### src/sv/adam_pkg.sv
// shared types, constants and opcodes for the adam optimizer update block
package adam_pkg;

  localparam int unsigned ParamCount = 1024;
  localparam int unsigned IdxW = 10;
  localparam int unsigned AddrW = $clog2(ParamCount);

  localparam logic [31:0] LrReset  = 32'd4294967;
  localparam logic [31:0] B1Reset  = 32'd3865470566;
  localparam logic [31:0] B2Reset  = 32'd4290672329;
  localparam logic [31:0] EpsReset = 32'd43;

  localparam logic [1:0] RegLr  = 2'd0;
  localparam logic [1:0] RegB1  = 2'd1;
  localparam logic [1:0] RegB2  = 2'd2;
  localparam logic [1:0] RegEps = 2'd3;

  typedef struct packed {
    logic [IdxW-1:0]    param_index;
    logic signed [31:0] weight_in;
    logic signed [31:0] gradient;
    logic [15:0]        step;
  } in_word_t;

  typedef struct packed {
    logic [IdxW-1:0]    index_out;
    logic signed [31:0] weight_out;
    logic               saturated;
  } out_word_t;

  typedef struct packed {
    logic [31:0] lr;
    logic [31:0] b1;
    logic [31:0] b2;
    logic [31:0] eps;
  } cfg_t;

  // 32x32 multiplier request; one marks b as exactly 2^32
  typedef struct packed {
    logic [31:0] a;
    logic [31:0] b;
    logic        one;
  } mul_req_t;

endpackage

### src/sv/adam_mul.sv
// registered 32x32 unsigned multiplier shared by the sequencer
module adam_mul (
  input  logic              clk,
  input  adam_pkg::mul_req_t req,
  output logic [63:0]       prod
);

  always_ff @(posedge clk) begin
    if (req.one) begin
      prod <= {req.a, 32'd0};
    end else begin
      prod <= 64'(req.a) * 64'(req.b);
    end
  end

endmodule

### config.mk
export PLATFORM = sky130hd
export DESIGN_NAME = adam_mul
export DESIGN_NICKNAME = d
export VERILOG_FILES = /design/src/sv/adam_pkg.sv /design/src/sv/adam_mul.sv
export SDC_FILE = /design/constraint.sdc
export NUM_CORES = 2
export LEC_CHECK = 0
export BUFFER_PORTS_ARGS = -buffer_cell sky130_fd_sc_hd__buf_2
export CAP_MARGIN = 20
export CORE_ASPECT_RATIO = 1.25
export CORE_MARGIN = 2
export CORE_UTILIZATION = 55
export DETAILED_ROUTE_END_ITERATION = 10
export GPL_TIMING_DRIVEN = 0
export MAX_ROUTING_LAYER = met4
export PLACE_DENSITY = 0.72
export SLEW_MARGIN = 10
export SYNTH_ARGS = -nofsm -noshare
export SYNTH_HDL_FRONTEND = slang
export SYNTH_SLANG_ARGS = --single-unit
### constraint.sdc
create_clock -name clk -period 15.95 [get_ports clk]
set_input_delay 3.9875 -clock clk [delete_from_list [all_inputs] [get_ports clk]]
set_output_delay 3.9875 -clock clk [all_outputs]
set_load 0.005 [all_outputs]
==> out/qor.csv <==
stage,metric,value,unit
outcome,status,finished clean,
grt,first_global_vias,29900,
die,die_width,231,µm
die,num_io_pins,130,
sta,setup_viol,0,
grt,overflow,0,
critical_path,cp.arrival,12.37,ns
clock_tree,clockBufferDepth,2,
sta,fin_setup_tns,0,ns
route,routed_wl,129000,µm
critical_path,crit_path_max_incr_delay,0.92,ns
critical_path,crit_slowest_cell,clkbuf_1,
die,rows,103,
placed_design,portBuffers,129,
sta,hold_viol_final,0,
final_layout,drive_above_1_share,4.93,%
min_path,hold_start,req[1],
grt,grt_pass1_wl,189000,µm
yosys,synth_seq_cells,64,
route,drcViolationCount,0,
yosys,ys.flop_type,dfxtp_1,
clock_tree,clkSinkCount,64,
route,vias,28400,
yosys,syn_area,0.0353,mm²
die,core-area,0.0633,mm²
final_layout,final_nets,5274,
route,first_iter_violations,2304,
route,drt-pass1-iter-count,6,
yosys,synth-seq-area-share,3.63,%
critical_path,startpoint,req[46],
yosys,syn_nets,5127,
sta,rsz0062_at_grt,false,
clock_tree,cts_root_buf,clkbuf_16,
critical_path,crit_top_cell,fa_1,
route,drtAntennaViolNets,0,
clock_tree,clkTransAtPathRegs,0.06,ns
sta,slew_viol_final,0,
sta,whs,3.97,ns
final_layout,top_register,prod,
yosys,netlist-cell-type-count,73,
yosys,synth_area_per_cell,9.05,µm²
grt,grt_usage,41.6,%
yosys,synthCells,3902,
die,initial_core_util,55.8,%
clock_tree,cts_hold_buf,0,
placed_design,pre_cts_ws,3.67,ns
sta,period_minus_slack,12.13,ns
job,maxCapViolations,0,
sta,fin_crit_sh,76.1,%
final_layout,area_growth,6.10,%
clock_tree,cts_inserted_buffers,9,
min_path,hold_path.class,input port to register,
critical_path,path_class,input port to register,
sta,max_freq,82.4,MHz
die,die_height,287,µm
die,dieArea,0.0662,mm²
final_layout,top_regs,prod: 64 flops,
final_layout,largest_reg_flops,64,
sta,worstMarginPinSlew,1.29,ns
sta,relSlewSlack,14.2,%
critical_path,crit_path_start_kind,input port,
grt,antenna_found_initial,14,
sta,fin_ws,3.82,ns
critical_path,crit_required,16.19,ns
min_path,min_delay_path_depth,2,
clock_tree,post-cts-setup-buffers,0,
placed_design,place_hpwl,110000,µm
route,routed_via_density,5.77,
clock_tree,h-tree-depth,3,
grt,grt_max_degree,13,
critical_path,cp-end-kind,register,
final_layout,num-fill-cells,5768,
critical_path,crit_fanout,11,
yosys,async_flop_share,0,%
route,post_drt_wl_per_cell,26.3,µm
clock_tree,cts_tree,done,
clock_tree,cts_resized,0,
placed_design,gp_congestion,1.07,
yosys,yosysWarnings,0,
yosys,synth_edf_count,0,
-- cells in the final DEF, fill, tap and decap left out, types with 13 or more instances in the layout --
master and instances:
a21o_1 35, a21oi_1 63, and2_1 559, buf_2 138
clkbuf_1 205, dfxtp_1 64, diode_2 20, fa_1 896
ha_1 263, inv_1 890, nand2_1 559, nand3_1 13
nand4_1 15, nor2_1 55, nor2b_1 14, nor3_1 14
o21ai_0 36, o21ai_1 23, o21bai_1 17, xnor2_1 31
xor2_1 24
-- layout make-up --
cell class	count	area, µm²	area share [%]
multi-input combinational	2726	29800	79.6
inverter	890	3340	8.92
sequential	64	1280	3.42
tap	840	1050	2.81
buffer	222	871	2.32
timing repair buffer	136	743	1.98
clock buffer	10	239	0.638
clock inverter	6	67.6	0.180
antenna	20	50.0	0.134
-- synthesized netlist by cell type, drive strengths merged, types with 3 or more instances --
cell type | number | area, µm²
nand2b | 5 | 31.3
o21ai | 62 | 322
a211oi | 7 | 62.6
ha | 263 | 3290
nor2 | 56 | 213
a31oi | 5 | 46.3
a21o | 35 | 263
and3 | 10 | 62.6
a21boi | 7 | 56.3
clkbuf | 208 | 782
xnor2 | 31 | 272
dfxtp | 64 | 1280
o21a | 6 | 45.0
o211ai | 4 | 30.0
and4 | 3 | 26.3
xor2 | 24 | 210
fa | 896 | 17900
nand3 | 13 | 65.1
nor3 | 15 | 80.1
o21bai | 17 | 128
o31a | 3 | 26.3
and2 | 559 | 3500
nand2 | 561 | 2110
a221oi | 4 | 41.3
a311oi | 3 | 38.8
nand4 | 16 | 106
o31ai | 7 | 72.6
nor2b | 14 | 87.6
a21oi | 69 | 390
inv | 890 | 3340
buf | 14 | 86.3
-- worst max-delay path: cells and delay by family --
kind	cells	cell delay, ns
XOR/XNOR	1	0.13
adder cells (fa/ha/maj)	9	4.18
AO/OA/AOI/OAI	7	2.09
AND/OR/NAND/NOR	2	0.46
buffers and inverters	7	1.50
-- worst paths after layout --
kind and to:
min prod[0], max prod[62]
-- per-layer routing --
metal / up-vias / routed length [µm] / track usage [%]
met5: - / 0 / -
met4: 0 / 14200 / 34.8
met3: 566 / 10700 / 8.00
met2: 1541 / 61400 / 65.9
met1: 14600 / 43200 / 45.3
li1: 11700 / - / -
-- stage by stage --
step | instance area, µm² | util (%) | std cells
after floorplan | 35300 | - | 3902
after global placement | 37000 | 58.5 | 4871
after detailed placement | 37100 | 58.6 | 4875
after CTS | 37400 | 59.1 | 4891
after global routing | 37400 | 59.2 | 4909
final | 37500 | 59.2 | 4914
-- cell families after synthesis --
logic type / count (synthesis) / synth area share, %
buffers and inverters: 1112 / 11.9
AND/OR/NAND/NOR: 1265 / 18.1
flip-flops: 64 / 3.63
adder cells (fa/ha/maj): 1159 / 60.1
XOR/XNOR: 55 / 1.36
AO/OA/AOI/OAI: 247 / 4.89
Power is left out: the tool's default activity adds up to more than one toggle a clock period on the data nets, which glitch-free logic cannot reach.
