<file path="config.mk">
export PLATFORM = sky130hd
export DESIGN_NAME = adam_regs
export DESIGN_NICKNAME = d
export VERILOG_FILES = /design/src/sv/adam_pkg.sv /design/src/sv/adam_regs.sv
export SDC_FILE = /design/constraint.sdc
export NUM_CORES = 1
export LEC_CHECK = 0
export ABC_AREA = 1
export BUFFER_PORTS_ARGS = -buffer_cell sky130_fd_sc_hd__buf_2
export CAP_MARGIN = 5
export CORE_ASPECT_RATIO = 1.5
export CORE_UTILIZATION = 25
export DETAILED_ROUTE_END_ITERATION = 10
export PLACE_DENSITY = 0.54
export RECOVER_POWER = 50
export SYNTH_ARGS = -nofsm -noshare
export SYNTH_HDL_FRONTEND = slang
export SYNTH_SLANG_ARGS = --single-unit
</file>
<file path="constraint.sdc">
create_clock -name clk -period 1.2 [get_ports clk]
set_clock_uncertainty 0.2 [all_clocks]
set_input_delay 0.18 -clock clk [delete_from_list [all_inputs] [get_ports clk]]
set_output_delay 0.18 -clock clk [all_outputs]
set_load 0.01 [all_outputs]
</file>
<file path="src/sv/adam_pkg.sv">
// shared types, constants and opcodes for the adam optimizer update block
package adam_pkg;

  localparam int unsigned ParamCount = 1024;
  localparam int unsigned IdxW = 10;
  localparam int unsigned AddrW = $clog2(ParamCount);

  localparam logic [31:0] LrReset  = 32'd4294967;
  localparam logic [31:0] B1Reset  = 32'd3865470566;
  localparam logic [31:0] B2Reset  = 32'd4290672329;
  localparam logic [31:0] EpsReset = 32'd43;

  localparam logic [1:0] RegLr  = 2'd0;
  localparam logic [1:0] RegB1  = 2'd1;
  localparam logic [1:0] RegB2  = 2'd2;
  localparam logic [1:0] RegEps = 2'd3;

  typedef struct packed {
    logic [IdxW-1:0]    param_index;
    logic signed [31:0] weight_in;
    logic signed [31:0] gradient;
    logic [15:0]        step;
  } in_word_t;

  typedef struct packed {
    logic [IdxW-1:0]    index_out;
    logic signed [31:0] weight_out;
    logic               saturated;
  } out_word_t;

  typedef struct packed {
    logic [31:0] lr;
    logic [31:0] b1;
    logic [31:0] b2;
    logic [31:0] eps;
  } cfg_t;

  // 32x32 multiplier request; one marks b as exactly 2^32
  typedef struct packed {
    logic [31:0] a;
    logic [31:0] b;
    logic        one;
  } mul_req_t;

endpackage

</file>
<file path="src/sv/adam_regs.sv">
// apb configuration registers
module adam_regs (
  input  logic            clk,
  input  logic            rst,
  input  logic            psel,
  input  logic            penable,
  input  logic            pwrite,
  input  logic [3:0]      paddr,
  input  logic [31:0]     pwdata,
  output logic [31:0]     prdata,
  output logic            pready,
  output adam_pkg::cfg_t  cfg
);

  logic [1:0] sel;
  logic       hit;

  assign sel = paddr[3:2];
  assign hit = (paddr[1:0] == 2'd0);
  assign pready = 1'b1;

  always_ff @(posedge clk) begin
    if (rst) begin
      cfg.lr  <= adam_pkg::LrReset;
      cfg.b1  <= adam_pkg::B1Reset;
      cfg.b2  <= adam_pkg::B2Reset;
      cfg.eps <= adam_pkg::EpsReset;
    end else if (psel && penable && pwrite && hit) begin
      case (sel)
        adam_pkg::RegLr:  cfg.lr  <= pwdata;
        adam_pkg::RegB1:  cfg.b1  <= pwdata;
        adam_pkg::RegB2:  cfg.b2  <= pwdata;
        adam_pkg::RegEps: cfg.eps <= pwdata;
        default: ;
      endcase
    end
  end

  always_comb begin
    prdata = 32'd0;
    if (hit) begin
      case (sel)
        adam_pkg::RegLr:  prdata = cfg.lr;
        adam_pkg::RegB1:  prdata = cfg.b1;
        adam_pkg::RegB2:  prdata = cfg.b2;
        adam_pkg::RegEps: prdata = cfg.eps;
        default: prdata = 32'd0;
      endcase
    end
  end

endmodule

</file>
==> results of run 1 <==
==> cells by family (layout without fill, tap and decap cells) <==
kind of cell	count (synthesis)	count (layout)	share of synthesized area [%]
other	1	2	0.0544
and+or+nand+nor	594	594	39.4
DFF	128	128	37.2
buffers and inverters	300	703	18.0
AOI/OAI and AO/OA	74	74	5.37
==> where the power goes <==
part / internal (mW) / total, mW / switching (mW)
registers: 4.27 / 4.30 / 0.0269
logic: 0.746 / 1.74 / 0.990
clock network: 3.10 / 5.20 / 2.10
total: 8.12 / 11.2 / 3.12
==> timing repair <==
item,4_1_cts,5_1_grt
setup endpoints to repair,163,211
gates cloned,1,0
pin swaps,72,43
endpoints found under the hold margin,128,0
hold buffers,38,0
setup buffers,36,58
resized for setup,438,111
==> layer usage <==
metal / vias up / track usage, %
li1: 4235 / -
met1: 4068 / 24.3
met5: - / 0
met3: 110 / 3.62
met4: 0 / 13.5
met2: 328 / 38.3
==> worst paths after layout <==
check / startpoint / endpoint / slack [ps] / depth (start not counted)
min: rst / cfg[117]$_SDFFE_PP0P_ / -0.6 / 5
max: cfg[45]$_SDFFE_PP1P_ / prdata[13] / -520 / 5
max reg2reg: cfg[30]$_SDFFE_PP0P_ / cfg[30]$_SDFFE_PP0P_ / 140 / 6
min reg2reg: cfg[112]$_SDFFE_PP1P_ / cfg[112]$_SDFFE_PP1P_ / 280 / 2
==> cell usage in the layout, fill, tap and decap left out, types with 35 or more instances in the layout <==
master         Yosys  final
nor2_1           153    119
nand3_1           55     54
dlygate4sd3_1      0     35
buf_4              7     95
buf_2             38     69
dfxtp_2            0    122
nand4_1          128    128
inv_2              2     46
nand2_1          232    226
inv_1            211    165
buf_6              5    230
==> worst max-delay path, stage by stage (launching register included) <==
cell and delay (ps):
dfxtp_2 330, inv_2 40, a21oi_2 150, nor3_2 70, nor2_1 170, buf_2 160
==> area by class of cell <==
cell class | count | area [µm²] | share of cell area [%]
Sequential cell | 128 | 2740 | 21.8
Multi-Input combinational cell | 669 | 3470 | 27.6
Timing Repair Buffer | 458 | 4530 | 36.1
Clock inverter | 13 | 139 | 1.11
Antenna cell | 1 | 2.50 | 0.0199
Tap cell | 342 | 428 | 3.41
Clock buffer | 18 | 439 | 3.50
Inverter | 214 | 815 | 6.49
==> through the flow <==
step | util [%] | TNS, ps | hold WS, ps | setup WS [ps]
floorplan | - | -3830 | 151 | -94.4
global route | 46.3 | -40210 | 33.3 | -582
finish | 46.3 | -30430 | -0.565 | -519
CTS | 44.9 | -33220 | 12.0 | -518
detailed placement | 35.2 | -66900 | 266 | -514
global placement | 35.2 | -63520 | 268 | -522
==> flow_summary.yaml, run 1 <==
timing:
  hold_viol: 1
  fmaxAchievable_ghz: 0.582
  setup_viol: 160
  post-route-period-util_pct: 143
  rsz0062_at_grt: "yes"
  worst_slack_ps: -519
  fin_crit_ps: 1720
  slew_viol_final: 0
  fin_hold_ws_ps: -0.565
die:
  rows: 74
  fp.dieH_um: 205
  start_util_pct: 25.4
  dieArea_mm2: 0.0283
  core_area_mm2: 0.0271
  pin_count: 202
  die_w_um: 138
clocking:
  cts_buffers: 17
  cts_sinks: 128
  cts_root_buf: "clkbuf_16"
  cts_tree: "done"
  cts.path.max_buffers: 2
  cts_max_level: 4
  clk_pin_slew_ps: 70
  insertion_delay_ps: 430
routing:
  wl_met1_um: 12000
  finalWirelength_um: 30600
  routed_via_density: 4.74
  ant_nets: 0
  drc_errors: 0
  drtIter0Drc: 457
  dr.pass1.iters: 5
  dr_total_vias: 8741
  routed.top_layer: "met4"
  met3_length_um: 1460
  wl_met2_um: 15500
  wl_per_cell_um: 16.6
final_layout:
  fillers: 2645
  syn_to_final_growth_pct: 82.2
  largest_reg_flops: 128
  regMostFlops: "cfg"
  top_regs: "cfg: 128 flops"
  fin_cells: 1843
  stdcell_area_mm2: 0.0126
  drive_gt1_share_pct: 48.7
  final_nets: 1529
synth:
  netlist.area_leader.share_pct: 37.2
  syn_inst: 1097
  synthesis.area_mm2: 0.00689
  synth_nets: 1138
  synth_commonest_cells: "nand2_1, inv_1, nor2_1"
  synth_area_leaders: "dfxtp_1, nand2_1, nand4_1"
  synth_edf_count: 0
  synth_top_area_cell: "dfxtp_1"
  syn_area_per_cell_um2: 6.28
  yosysSeqAreaShare_pct: 37.2
  synth_most_common_cell: "nand2_1"
  yosysWarnings: 0
  synth-seq-cells: 128
  ys.flop_type: "dfxtp_1"
  synth_cell_type_count: 23
  ys_async_sr_fraction_pct: 0
placement:
  finalWeightedCongestion: 0.865
  placed_area_mm2: 0.00956
  dpl.hpwl_um: 20300
  port_buffers: 200
  place_inst: 1727
grt:
  grt_pass1_vias: 8725
  grt-ovfl-total: 0
  antenna_found_initial: 1
  grt_pass1_wl_um: 46200
  grt_max_degree: 37
  grt_util_all_layers_pct: 21.9
worst_setup_path:
  criticalPathCategory: "reg -> out"
  worstSetupEndpointType: "output port"
  start_kind: "register"
  crit_fanout: 2
  arrival_ps: 1340
  cp.required_ps: 820
power:
  finalPower_mw: 11.2
  power_density_mw_per_mm2: 895
  peakVddDrop_uv: 988
  leakage_nw: 6.25
run_status:
  status: "finished, violations left"
  violations: "negative hold slack, negative setup slack"
run:
  cap_violations: 0
hold_path:
  hp-class: "in -> reg"
(Power assumes the default switching activity.)
==> inputs of run 2 (changes only) <==
Settings changed: CAP_MARGIN 5 to unset, GPL_TIMING_DRIVEN set to 0, TNS_END_PERCENT set to 100.
==> run 2 against run 1 <==
The flow finishes with violations (negative setup slack). Die area is the same. Via count up 3.0%. First-iteration DRC count grew 72%. Final cell count shrank 2.4%. Sequential cell count is the same. Cell area shrank 0.30%. Clock-buffer cell count is 6 higher. Register-to-register slack lost 340 ps. Worst hold slack improved by 100 ps. Critical path type is now in -> out. Largest cell class unchanged. Largest power group unchanged.
==> flow_summary.yaml, run 2 (synthesis results as in run 1) <==
final_layout:
  top_regs: "cfg: 128 flops"
  final_common_cell: "buf_6"
  stdcell_area_mm2: 0.0125
  regMostFlops: "cfg"
  final_cell_mix: "buf_6, nand2_1, inv_1"
  num_antenna_cells: 0
  largest_reg_flops: 128
  final_nets: 1487
  syn_to_final_growth_pct: 81.6
  drive_gt1_share_pct: 51.8
die:
  rows: 74
  fp.dieH_um: 205
  dieArea_mm2: 0.0283
  start_util_pct: 25.4
  die_w_um: 138
  core_area_mm2: 0.0271
  pin_count: 202
worst_setup_path:
  start_kind: "input pin"
  worstSetupEndpointType: "output port"
  critPathSlowestCell: "clkbuf_16"
  criticalPathCategory: "in -> out"
  cp.required_ps: 820
  max_stage_delay_ps: 230
  crit_chain: "buf_8 -> buf_12 -> buf_8 -> nor2_4 -> clkbuf_16 -> nand2_4 -> a21oi_4 -> buf_2"
  crit_fanout: 6
  arrival_ps: 1380
  crit_path_frequent_cell: "buf_8"
clocking:
  cts_max_level: 4
  cts_root_buf: "clkbuf_16"
  cts_buffers: 17
  clk_pin_slew_ps: 60
  insertion_delay_ps: 440
  cts_sinks: 128
  cts_tree: "done"
  cts.path.max_buffers: 2
timing:
  setup_viol: 260
  rsz0062_at_grt: "yes"
  fin_crit_ps: 1760
  fin_hold_ws_ps: 101
  fmaxAchievable_ghz: 0.568
  slew-limit-headroom_pct: 62.0
  max_slew.worst_pin.slew_ps: 570
  post-route-period-util_pct: 147
  hold_viol: 0
  worst_slack_ps: -560
  slew_viol_final: 0
run_status:
  status: "finished, violations left"
  violations: "negative setup slack"
routing:
  ant_nets: 0
  finalWirelength_um: 37200
  dr_total_vias: 8999
  routed_via_density: 5.00
  dr.pass1.iters: 6
  wl_per_cell_um: 20.7
  drtIter0Drc: 784
  drc_errors: 0
placement:
  finalWeightedCongestion: 0.921
  placed_area_mm2: 0.00854
  dpl.hpwl_um: 24800
  port_buffers: 200
grt:
  grt_pass1_vias: 8493
  grt-ovfl-total: 0
  grt_pass1_wl_um: 51200
  grt_util_all_layers_pct: 25.4
  antenna_found_initial: 0
  grt_max_degree: 17
hold_path:
  hp-class: "in -> reg"
power:
  leakage_nw: 6.12
  power_density_mw_per_mm2: 897
  peakVddDrop_uv: 1020
run:
  cap_violations: 0
-- run 2: changes by cell type in the layout (fill, tap and decap cells not counted), moves of 10 or more --
cell and delta:
buf_8 +10, nand2_2 +21, clkbuf_2 +14, buf_4 -41, dfxtp_4 +25, dfxtp_2 -25, nand2_4 +25, nand2_1 -46
buf_2 +12, buf_6 -44
-- run 2: stage by stage --
step	util, %	power (mW)	std cells	worst slack, ps	setup TNS (ps)
finish	46.2	11.2	1799	-560	-44750
global route	46.2	11.5	1799	-576	-52230
CTS	41.6	11.0	1763	-524	-34950
detailed placement	31.5	5.74	1639	-993	-93730
global placement	31.5	5.73	1639	-997	-91600
floorplan	-	5.15	1097	-94.4	-3830
-- run 2: critical path, delay by kind of cell --
family,cells,cell delay [ps]
buffers and inverters,5,760
AOI/OAI and AO/OA,1,150
and+or+nand+nor,2,280
-- run 2: final cells by class --
cell class                      count  area (µm²)
Fill cell                        2684       14600
Multi-Input combinational cell    669        3810
Timing Repair Buffer              332        3260
Sequential cell                   128        2800
Buffer                             84         856
Inverter                          214         811
Clock buffer                       24         492
Tap cell                          342         428
Clock inverter                      6        57.6
-- run 2: timing repair --
item                                    4_1_cts  5_1_grt
hold endpoints to repair                    127        0
gates cloned                                  3        6
pin swaps                                    70       69
setup buffers                                62       42
hold buffers                                 32        0
gates resized for setup                     436      282
endpoints found under the setup margin      274      278
-- run 2: final timing paths --
check / endpoint / startpoint / slack, ps / cells after the start
worst min-delay path: cfg[114]$_SDFFE_PP0P_ / rst / 100 / 5
worst min register to register: cfg[60]$_SDFFE_PP1P_ / cfg[60]$_SDFFE_PP1P_ / 270 / 2
worst max-delay path: prdata[0] / paddr[2] / -560 / 8
worst max register to register: cfg[36]$_SDFFE_PP0P_ / cfg[36]$_SDFFE_PP0P_ / -200 / 9
-- run 2: metal layers --
layer | vias to the layer above | wire length [µm] | global-route usage (%)
met5 | - | 0 | 0
met4 | 0 | 2970 | 19.5
met3 | 166 | 2970 | 5.47
met2 | 507 | 18200 | 42.4
met1 | 4167 | 13100 | 27.5
li1 | 4159 | - | -
-- run 2: power breakdown --
group	internal (mW)	switching [mW]	leakage (nW)	total, mW
sequential	4.22	0.0352	1.06	4.26
clock	3.03	2.01	0.272	5.04
combinational	0.755	1.17	4.80	1.93
total	8.00	3.22	6.12	11.2
